[src/sv/c3br_ram.sv]
// Generic single-write, single-read RAM with registered read data.
// No dependencies.
`default_nettype none

module c3br_ram #(
   parameter int WIDTH = 16,
   parameter int DEPTH = 288
) (
   input  wire logic                     clock,
   input  wire logic                     we,
   input  wire logic [$clog2(DEPTH)-1:0] waddr,
   input  wire logic [WIDTH-1:0]         wdata,
   input  wire logic [$clog2(DEPTH)-1:0] raddr,
   output logic      [WIDTH-1:0]         rdata
);
   logic [WIDTH-1:0] mem [DEPTH];
   logic [WIDTH-1:0] rdata_ff;

   always_ff @(posedge clock) begin
      if (we) begin
         mem[waddr] <= wdata;
      end
      rdata_ff <= mem[raddr];
   end

   assign rdata = rdata_ff;
endmodule

`default_nettype wire

[config.mk]
export PLATFORM = sky130hd
export DESIGN_NAME = c3br_ram
export DESIGN_NICKNAME = d
export VERILOG_FILES = /design/src/sv/c3br_ram.sv
export SDC_FILE = /design/constraint.sdc
export NUM_CORES = 2
export LEC_CHECK = 0
export ABC_CLOCK_PERIOD_IN_PS = 5100
export BUFFER_PORTS_ARGS = -buffer_cell sky130_fd_sc_hd__buf_2
export CORE_ASPECT_RATIO = 1.4
export CORE_MARGIN = 1.5
export CORE_UTILIZATION = 35
export CTS_CLUSTER_DIAMETER = 200
export CTS_CLUSTER_SIZE = 10
export DETAILED_ROUTE_END_ITERATION = 8
export SLEW_MARGIN = 20
export SYNTH_ARGS = -nofsm -noshare
export SYNTH_HDL_FRONTEND = slang
export SYNTH_MEMORY_MAX_BITS = 65536
export SYNTH_SLANG_ARGS = --single-unit
[constraint.sdc]
create_clock -name clock -period 5.1 [get_ports clock]
set_input_delay 1.02 -clock clock [delete_from_list [all_inputs] [get_ports clock]]
set_output_delay 1.02 -clock clock [all_outputs]
set_load 0.03 [all_outputs]
==> results.toml <==
[synth]
synth-edff-count = 4608
yosys_warnings = 0
syn_area_per_cell_um2 = 21.2
synth-compound-area-share_pct = 3.53
synth.ff_latch_count = 4624
simple_gate_share_of_the_synthesized_area_pct = 1.87
seq_area_frac_synth_pct = 77.6
synth-main-ff-cell = "sky130_fd_sc_hd__edfxtp_1"
yosys.area_share.xor_xnor_pct = 0
post_synth_instance_area_um2 = 179000
post_synth_inst_count = 8424
portion_of_netlist_area_occupied_by_mux_cells_pct = 15.2
synth_async_sr_flop_share_pct = 0
synth.net_count = 8460
largest_family_of_logic_cells_by_synthesized_area = "multiplexers"
synth_cell_type_count = 67
post_synth_fa_ha_maj_area_fraction_pct = 0

[job]
maxCapViolations = 0

[sta]
fin_crit_sh_pct = 86.0
grt_setup_unrepaired = "no"
max_freq_ghz = 0.228
timing.final.setup_violations = 0
hold_ws_ns = 0.500
period_needed_ns = 4.39
final-hold-violation-count = 0
clock_skew_ns = 0.0648
max_slew_margin_pct = 9.71
timing_worst_slew_pin_value_ns = 1.35
finalMaxSlewViolations = 0

[pwr]
p_switching_uw = 17100
cellLeakagePower_uw = 0.0653
power.combinational.fraction_pct = 5.5
swShare_pct = 21.5
power_report.internal_total_uw = 62600
power.share.clock_pct = 41.9
pwr_density_cell_nw_per_um2 = 387
vdd.ir_drop.worst_mv = 0.288
power.sequential.fraction_pct = 52.6

[cells_and_area]
post-route-cell-area_um2 = 206000
leading_cell_type_in_the_layout_fill_and_taps_excluded = "sky130_fd_sc_hd__edfxtp_1"
final_net_count = 9279
instances_no_fill = 16100
layout.cells.most_common_list = "sky130_fd_sc_hd__edfxtp_1, sky130_fd_sc_hd__mux4_2, sky130_fd_sc_hd__mux2i_1"
post_route_cells_drive_above_1_share_pct = 25.7
flow.area_growth_from_synthesis_pct = 15.2

[clock_tree]
cts_tree = "done"
tritoncts.num_buffers = 536
clk_pin_slew_ns = 0.06
cts-root-buf = "sky130_fd_sc_hd__clkbuf_16"
holdBufCountCts = 0
clock_tree.htree_level_count = 6
clk_path_buf_depth = 4
cts_post_setup_buffers_inserted = 0
cts_resized = 0
clock-sinks = 4624
worst_skew_pair.late_latency_ns = 0.97

[place]
place.detailed.instances = 15400
gp_congestion = 0.943
detailed_place_hpwl_mm = 335
port_buffers = 51
placed_area_um2 = 191000

[setup_path]
cp_cell_sequence = "buf_12, buf_4, mux2i_1, o221ai_1, nand3_1, a32oi_1, o21ai_0, nor3_1, buf_4, or4_1"
critical_path_class = "input port to register"
cp_slowest_stage_delay_ns = 0.89
critPathMostFrequentCell = "sky130_fd_sc_hd__buf_4"
cp_data_required_time_ns = 5.98
crit_fanout = 37
flop2flop_setup_slack_ns = 1.70
critical_path.slowest_cell = "sky130_fd_sc_hd__nor3_1"
cp-end-kind = "register"
worst_ep_arrival_time_ns = 5.27
startpoint_type_of_the_worst_setup_path = "input port"

[floorplan]
pin_count = 52
floorplan.die_area_um2 = 515000
chipHeight_um = 848
die_w_um = 607
rows = 310
initial_core_util_pct = 35.1
floorplan.core_area_um2 = 509000

[route]
drtPass1Iterations = 5
drt-initial-drc-count = 11700
vias = 92000
wl_per_cell_um = 33.4
vias_per_cell = 5.72
route.detailed.drc = 0
route.final.wire_length_mm = 537
ant_nets = 0

[outcome]
status = "finished, final reports clean"

[global_routing]
track_usage_pct = 20.6
grt_antenna_before_repair = 46
first_global_vias = 94300
globalRouteOverflowTotal = 0
grt_pass1_wl_mm = 744
grt_max_degree = 131

[worst_hold_path]
hold_class = "input port to register"
[critical path, delay by kind of cell]
family	cells	cell delay (ns)
AO/OA/AOI/OAI	3	1.36
buffers and inverters	3	1.22
AND/OR/NAND/NOR	3	1.14
multiplexers	1	0.17
[stage by stage]
step	setup WS [ns]	util [%]	TNS, ns	power, µW
detailed placement	0.0435	37.6	0	47100
global placement	-0.155	37.6	-0.155	47000
finish	0.712	40.5	0	79700
CTS	1.04	40.5	0	80100
global route	0.940	40.5	0	81600
floorplan	1.75	-	0	44800
[metal layers]
| layer | track usage [%] | share of wire [%] | up-vias |
|---|---|---|---|
| met5 | 0 | 0.0024 | - |
| met4 | 12.2 | 6.6 | 2 |
| met3 | 3.08 | 7.3 | 1079 |
| met2 | 35.9 | 51 | 4546 |
| met1 | 23.9 | 35 | 49400 |
| li1 | - | - | 36900 |
[power groups by stage]
| stage | clock network (µW) | logic (µW) | registers, µW |
|---|---|---|---|
| 2_1_floorplan | 0 | 2070 | 42700 |
| 3_3_place_gp | 0 | 4300 | 42700 |
| 3_5_place_dp | 0 | 4370 | 42700 |
| 4_1_cts | 33800 | 4380 | 42000 |
| 5_1_grt | 35100 | 4500 | 41900 |
| 6_report | 33400 | 4380 | 42000 |
[cells by family after synthesis]
family          after synthesis
simple gates                772
mux                        1607
flops                      4624
buf+inv                     510
compound gates              911
[synthesized netlist by cell type (all sizes together), types with 9 or more instances]
library cell	count	share of area [%]
nand3	50	0.14
edfxtp	4608	77
o31ai	13	0.055
mux4	890	11
dfxtp	16	0.18
a22oi	16	0.067
o21ai	87	0.24
clkbuf	194	0.41
a221oi	9	0.044
nor4	13	0.046
buf	309	1.3
nand4	11	0.039
and2	17	0.060
o221ai	260	1.3
a31oi	38	0.13
nor3	82	0.23
nor2	388	0.82
a211oi	20	0.084
o22ai	193	0.68
nor2b	9	0.032
o211ai	16	0.067
or4	11	0.046
mux2i	714	4.0
a2bb2oi	9	0.044
a21oi	180	0.50
nand2	158	0.33
[cell type report]
cell class,instances,area [µm²]
diodes,45,113
clock buffers,599,14100
clock inverters,22,272
fillers,44100,303000
inverters,7,41.3
multi-input cells,3290,37200
flip-flops and latches,4624,139000
well taps,6708,8390
repair buffers,784,7050
[sequential cells by signal (all words and copies together) (netlist names)]
name	flops
mem	4608
rdata	16
[path summary, 6_finish.rpt]
| path | end | from | depth (start not counted) |
|---|---|---|---|
| max reg2reg | rdata[2] | mem[252][2] | 8 |
| min reg2reg | rdata[1] | mem[64][1] | 5 |
| min | mem[249][8] | wdata[8] | 1 |
| max | rdata[0] | raddr[0] | 10 |
Power figures use the tool's default switching activity.
