**src/sv/c3br_pkg.sv**
```systemverilog
// Package of the 3x3 convolution block: operation and register codes,
// accumulator type, controller states and the cell control bundle. No dependencies.
`default_nettype none

package c3br_pkg;

   localparam int ACC_W  = 48;
   localparam int FRAC_W = 12;

   typedef logic signed [ACC_W-1:0] acc_type;

   typedef enum logic [1:0] {
      OP_WEIGHT = 2'd0,
      OP_BIAS   = 2'd1,
      OP_SAMPLE = 2'd2,
      OP_NONE   = 2'd3
   } op_type;

   localparam logic [1:0] CSR_MAP_WIDTH  = 2'd0;
   localparam logic [1:0] CSR_MAP_HEIGHT = 2'd1;
   localparam logic [1:0] CSR_IN_CHANS   = 2'd2;
   localparam logic [1:0] CSR_OUT_CHANS  = 2'd3;

   typedef enum logic [1:0] {
      ST_IDLE,
      ST_FEED,
      ST_DRAIN,
      ST_UNLOAD
   } state_type;

   typedef struct packed {
      logic       clear;
      logic       shift;
      logic       wt_we;
      logic       bias_we;
      logic [5:0] filter;
   } cell_ctrl_type;

endpackage

`default_nettype wire

```
**src/sv/c3br_ram.sv**
```systemverilog
// Generic single-write, single-read RAM with registered read data.
// No dependencies.
`default_nettype none

module c3br_ram #(
   parameter int WIDTH = 16,
   parameter int DEPTH = 288
) (
   input  wire logic                     clock,
   input  wire logic                     we,
   input  wire logic [$clog2(DEPTH)-1:0] waddr,
   input  wire logic [WIDTH-1:0]         wdata,
   input  wire logic [$clog2(DEPTH)-1:0] raddr,
   output logic      [WIDTH-1:0]         rdata
);
   logic [WIDTH-1:0] mem [DEPTH];
   logic [WIDTH-1:0] rdata_ff;

   always_ff @(posedge clock) begin
      if (we) begin
         mem[waddr] <= wdata;
      end
      rdata_ff <= mem[raddr];
   end

   assign rdata = rdata_ff;
endmodule

`default_nettype wire

```
**src/sv/c3br_cell.sv**
```systemverilog
// One filter cell: own weight RAM, bias, multiplier and accumulator; passes
// samples on to the next cell. Depends on c3br_pkg and c3br_ram.
`default_nettype none

module c3br_cell #(
   parameter int CELL_ID   = 0,
   parameter int TAP_DEPTH = 288
) (
   input  wire logic                         clock,
   input  wire logic                         reset,
   input  wire c3br_pkg::cell_ctrl_type      ctrl,
   input  wire logic [$clog2(TAP_DEPTH)-1:0] wt_addr,
   input  wire logic signed [15:0]           wr_value,
   input  wire logic                         in_vld,
   input  wire logic signed [15:0]           in_x,
   input  wire logic [$clog2(TAP_DEPTH)-1:0] in_tap,
   output logic                              out_vld,
   output logic signed [15:0]                out_x,
   output logic [$clog2(TAP_DEPTH)-1:0]      out_tap,
   input  wire c3br_pkg::acc_type            nbr_acc,
   output c3br_pkg::acc_type                 acc
);
   import c3br_pkg::*;

   localparam int TW = $clog2(TAP_DEPTH);
   localparam logic [5:0] MY_ID = 6'(CELL_ID);

   logic                 a_vld_ff, b_vld_ff, p_vld_ff;
   logic signed [15:0]   a_x_ff, b_x_ff;
   logic [TW-1:0]        a_tap_ff;
   logic signed [31:0]   p_ff;
   logic signed [15:0]   bias_ff;
   logic [15:0]          wt_rd;
   acc_type              acc_ff, acc_in;
   logic                 wt_we;

   assign wt_we = ctrl.wt_we && (ctrl.filter == MY_ID);

   c3br_ram #(.WIDTH(16), .DEPTH(TAP_DEPTH)) u_wt (
      .clock (clock),
      .we    (wt_we),
      .waddr (wt_addr),
      .wdata (wr_value),
      .raddr (a_tap_ff),
      .rdata (wt_rd)
   );

   always_ff @(posedge clock) begin
      if (reset) begin
         a_vld_ff <= 1'b0;
         b_vld_ff <= 1'b0;
         p_vld_ff <= 1'b0;
      end else begin
         a_vld_ff <= in_vld;
         b_vld_ff <= a_vld_ff;
         p_vld_ff <= b_vld_ff;
      end
   end

   always_ff @(posedge clock) begin
      a_x_ff   <= in_x;
      a_tap_ff <= in_tap;
      b_x_ff   <= a_x_ff;
      p_ff     <= b_x_ff * $signed(wt_rd);
      if (ctrl.bias_we && (ctrl.filter == MY_ID)) begin
         bias_ff <= wr_value;
      end
      acc_ff <= acc_in;
   end

   // seed with the bias, unload toward cell 0, else accumulate
   always_comb begin
      acc_in = acc_ff;
      if (ctrl.clear) begin
         acc_in = acc_type'(bias_ff) <<< FRAC_W;
      end else if (ctrl.shift) begin
         acc_in = nbr_acc;
      end else if (p_vld_ff) begin
         acc_in = acc_ff + acc_type'(p_ff);
      end
   end

   assign out_vld = a_vld_ff;
   assign out_x   = a_x_ff;
   assign out_tap = a_tap_ff;
   assign acc     = acc_ff;
endmodule

`default_nettype wire

```
**config.mk**
```make
export PLATFORM = sky130hd
export DESIGN_NAME = c3br_cell
export DESIGN_NICKNAME = d
export VERILOG_FILES = /design/src/sv/c3br_pkg.sv /design/src/sv/c3br_ram.sv /design/src/sv/c3br_cell.sv
export SDC_FILE = /design/constraint.sdc
export NUM_CORES = 2
export LEC_CHECK = 0
export CAP_MARGIN = 25
export CORE_AREA = 2 2 594 596
export DETAILED_ROUTE_END_ITERATION = 7
export DIE_AREA = 0 0 596 598
export DONT_BUFFER_PORTS = 1
export PLACE_DENSITY = 0.72
export REMOVE_ABC_BUFFERS = 1
export SLEW_MARGIN = 25
export SYNTH_ARGS = -nofsm -noshare
export SYNTH_HDL_FRONTEND = slang
export SYNTH_MEMORY_MAX_BITS = 65536
export SYNTH_SLANG_ARGS = --single-unit
```
**constraint.sdc**
```tcl
create_clock -name clock -period 7.2 [get_ports clock]
set_clock_uncertainty 0.05 [all_clocks]
set_input_delay 0.72 -clock clock [delete_from_list [all_inputs] [get_ports clock]]
set_output_delay 0.72 -clock clock [all_outputs]
set_load 0.1 [all_outputs]
```
==> flow_metrics.tcl <==
set metrics [dict create \
    status "completed" \
    drtIter0Drc 13810 \
    setup_violations 0 \
    final_max_slew_viol_count 0 \
    ioPinCount 185 \
    grt_usage_pct 27.88 \
    use_met1_pct 37.82 \
    grt-ovfl-total 0 \
    syn2layout_area_growth_pct 12.85 \
    grt_pass1_wl_um 709900 \
    hp-class "input pin to register" \
    yosysWarnings 0 \
    synth.most_common_cell "edfxtp_1" \
    drt_first_pass_iters 6 \
    start_kind "register" \
    yosysSeqAreaShare_pct 74.08 \
    routabilityCongestion 0.8877 \
    die_area_mm2 0.3564 \
    synth_area_leader_cell "edfxtp_1" \
    io_buffers 0 \
    maxCapViolCount 0 \
    cts_tree "done" \
    cts_setup_buffers 0 \
    cpMaxStageDelayCell "dfxtp_1" \
    leakagePower_nw 69.66 \
    clock-sinks 4764 \
    core_area_mm2 0.3508 \
    final_core_util_pct 61.67 \
    vias_per_cell 6.591 \
    cts.clk_slew.worst_paths_ns 0.07 \
    cpPeakStageDelay_ns 0.77 \
    yosys-top-cells-count "edfxtp_1, mux4_2, nor2_1" \
    syn_area_mm2 0.1917 \
    clk_root_buffer_cell "clkbuf_16" \
    async_reset_ff_share_pct 0 \
    wl_per_cell_um 33.81 \
    clockBufferDepth 4 \
    post-route-period-util_pct 92.17 \
    ctsHtreeMaxLevel 5 \
    num_vias 97160 \
    postSynthAreaPerCell_um2 20.73 \
    dpl.cell_count 13760 \
    grt_pass1_vias 97710 \
    placed_area_mm2 0.1990 \
    synthFlopType "edfxtp_1" \
    crit_chain "nand2_1 > inv_1 > fa_1 > fa_1 > fa_1 > fa_1 > fa_1 > inv_1 > fa_1 > inv_1 > ha_1 > a21oi_1 > o21bai_1 > a2111oi_0 > a211oi_1 > a211oi_1 > a311oi_1 > a21oi_1 > o21bai_1 > xor2_1" \
    cp_max_fo 16 \
    grt-busiest-layer "met2" \
    ys_seq_elements 4764 \
    finalPower_mw 71.77 \
    cp_top_family "adder cells" \
    critPathCaptureType "register" \
    final_cells 14740 \
    power_density_mw_per_mm2 331.8 \
    crit_top_cell "fa_1" \
    final_nets 10230 \
    fin_area_mm2 0.2163 \
    holdWs_ns 0.02606 \
    grt_start_max_net_pins 219 \
    worst_ir_drop_vdd_mv 0.7221 \
    hpwl_um 271500 \
    cts_buffers 453 \
    required_ns 8.05 \
    antenna_found_initial 26 \
    start_util_pct 54.65 \
    tightest_slew_ns 1.341 \
    drive_above_1_share_pct 23.96 \
    rsz0062_at_grt "no" \
    insertion_delay_ns 1.07 \
    synth_area_leaders "edfxtp_1, mux4_2, fa_1, dfxtp_1, a22oi_1" \
    timing.max_slew.rel_slack_pct 10.57 \
    dieHeight_um 598 \
    min_period_ns 6.636 \
    synth_top_area_share_pct 73.00 \
    critPathBufInv 3 \
    use_met2_pct 45.13 \
    drc 0 \
    synth_cell_types 69 \
    final_antenna_net_count 0 \
    synth_edf_count 4660 \
    rows 218 \
    hold_violations 0 \
    cp.arrival_ns 7.48 \
    fmax_ghz 0.1507 \
    synth_cells 9247 \
    use_met3_pct 4.467 \
    path_class "register to register" \
    die_x_um 596 \
    drt-total-wl_um 498400 \
]
-- final cells by class --
cell class / count / area [µm²]
well taps: 4620 / 5781
inverters: 297 / 1115
multi-input cells: 3665 / 46500
fillers: 23600 / 134400
clock inverters: 305 / 3364
flip-flops and latches: 4764 / 142000
diodes: 11 / 27.53
clock buffers: 529 / 11820
repair buffers: 550 / 5680
-- where the power goes --
part           internal [mW]  switching [mW]  leakage [nW]
Clock                   13.9            10.4          7.39
Sequential              30.8           0.765          42.8
Combinational           6.59            9.27          19.5
Total                   51.4            20.4          69.7
-- path summary, 6_finish.rpt --
path	slack (ns)	depth (start not counted)	end	from
min	0.03	1	u_wt.mem[91][4]$_DFFE_PP_	wr_value[4]
max	0.56	20	p_ff[30]$_DFF_P_	u_wt.rdata[1]$_DFF_P_
min reg2reg	0.34	0	b_x_ff[6]$_DFF_P_	out_x[6]$_DFF_P_
max reg2reg	0.56	20	p_ff[30]$_DFF_P_	u_wt.rdata[1]$_DFF_P_
-- metal layers --
layer	vias to the layer above	share of wire, %
li1	39060	-
met1	51350	37
met2	5763	49
met3	970	9.7
met4	14	5.2
met5	-	0.019
-- state kept, by name, summed over array words and instances, names as in the netlist --
register,flops
b_x_ff,16
bias_ff,16
p_vld_ff,1
out_tap,9
acc,48
b_vld_ff,1
out_x,16
u_wt.mem,4608
p_ff,32
u_wt.rdata,16
out_vld,1
-- logic make-up after synthesis --
family          synth area share [%]
mux                            14.11
simple gates                   2.117
buf+inv                        1.770
compound gates                 3.996
fa+ha+maj                      3.589
flops                          74.08
xor+xnor                      0.3381
-- cells in the final DEF (no fill, tap or decap), drive strengths merged, types with 12 or more instances in the layout --
| master | synthesis | routed |
|---|---|---|
| clkbuf | 341 | 529 |
| nand2b | 18 | 18 |
| mux4 | 1184 | 1184 |
| nor2b | 18 | 18 |
| a22oi | 261 | 261 |
| nand3 | 24 | 24 |
| clkinv | 0 | 209 |
| and2 | 132 | 132 |
| inv | 297 | 311 |
| dlygate4sd3 | 0 | 81 |
| a21o | 36 | 36 |
| dfxtp | 104 | 104 |
| bufinv | 0 | 61 |
| a22o | 128 | 128 |
| o21a | 16 | 16 |
| mux2i | 15 | 15 |
| o211ai | 12 | 12 |
| clkinvlp | 0 | 21 |
| o22ai | 51 | 51 |
| a221oi | 146 | 146 |
| nand2 | 212 | 212 |
| xor2 | 28 | 28 |
| o21ai | 87 | 87 |
| nor2 | 417 | 417 |
| a211oi | 21 | 21 |
| fa | 263 | 263 |
| edfxtp | 4660 | 4660 |
| mux2 | 20 | 20 |
| a31oi | 12 | 12 |
| o221ai | 32 | 32 |
| xnor2 | 46 | 46 |
| ha | 129 | 129 |
| nor3 | 50 | 50 |
| buf | 180 | 469 |
| a21oi | 225 | 225 |
-- repair_timing --
item | CTS | global route
resized for setup | 0 | 0
endpoints found under the hold margin | 1794 | 12
hold buffers | 128 | 2
-- stage by stage --
step | TNS [ns] | worst slack (ns)
after global placement | 0 | 0.6575
after CTS | 0 | 0.6035
after global routing | 0 | 0.2281
after detailed placement | 0 | 0.5703
final | 0 | 0.5640
after floorplan | -751.32 | -43.46
No activity file was read; power rests on OpenSTA's default activity.
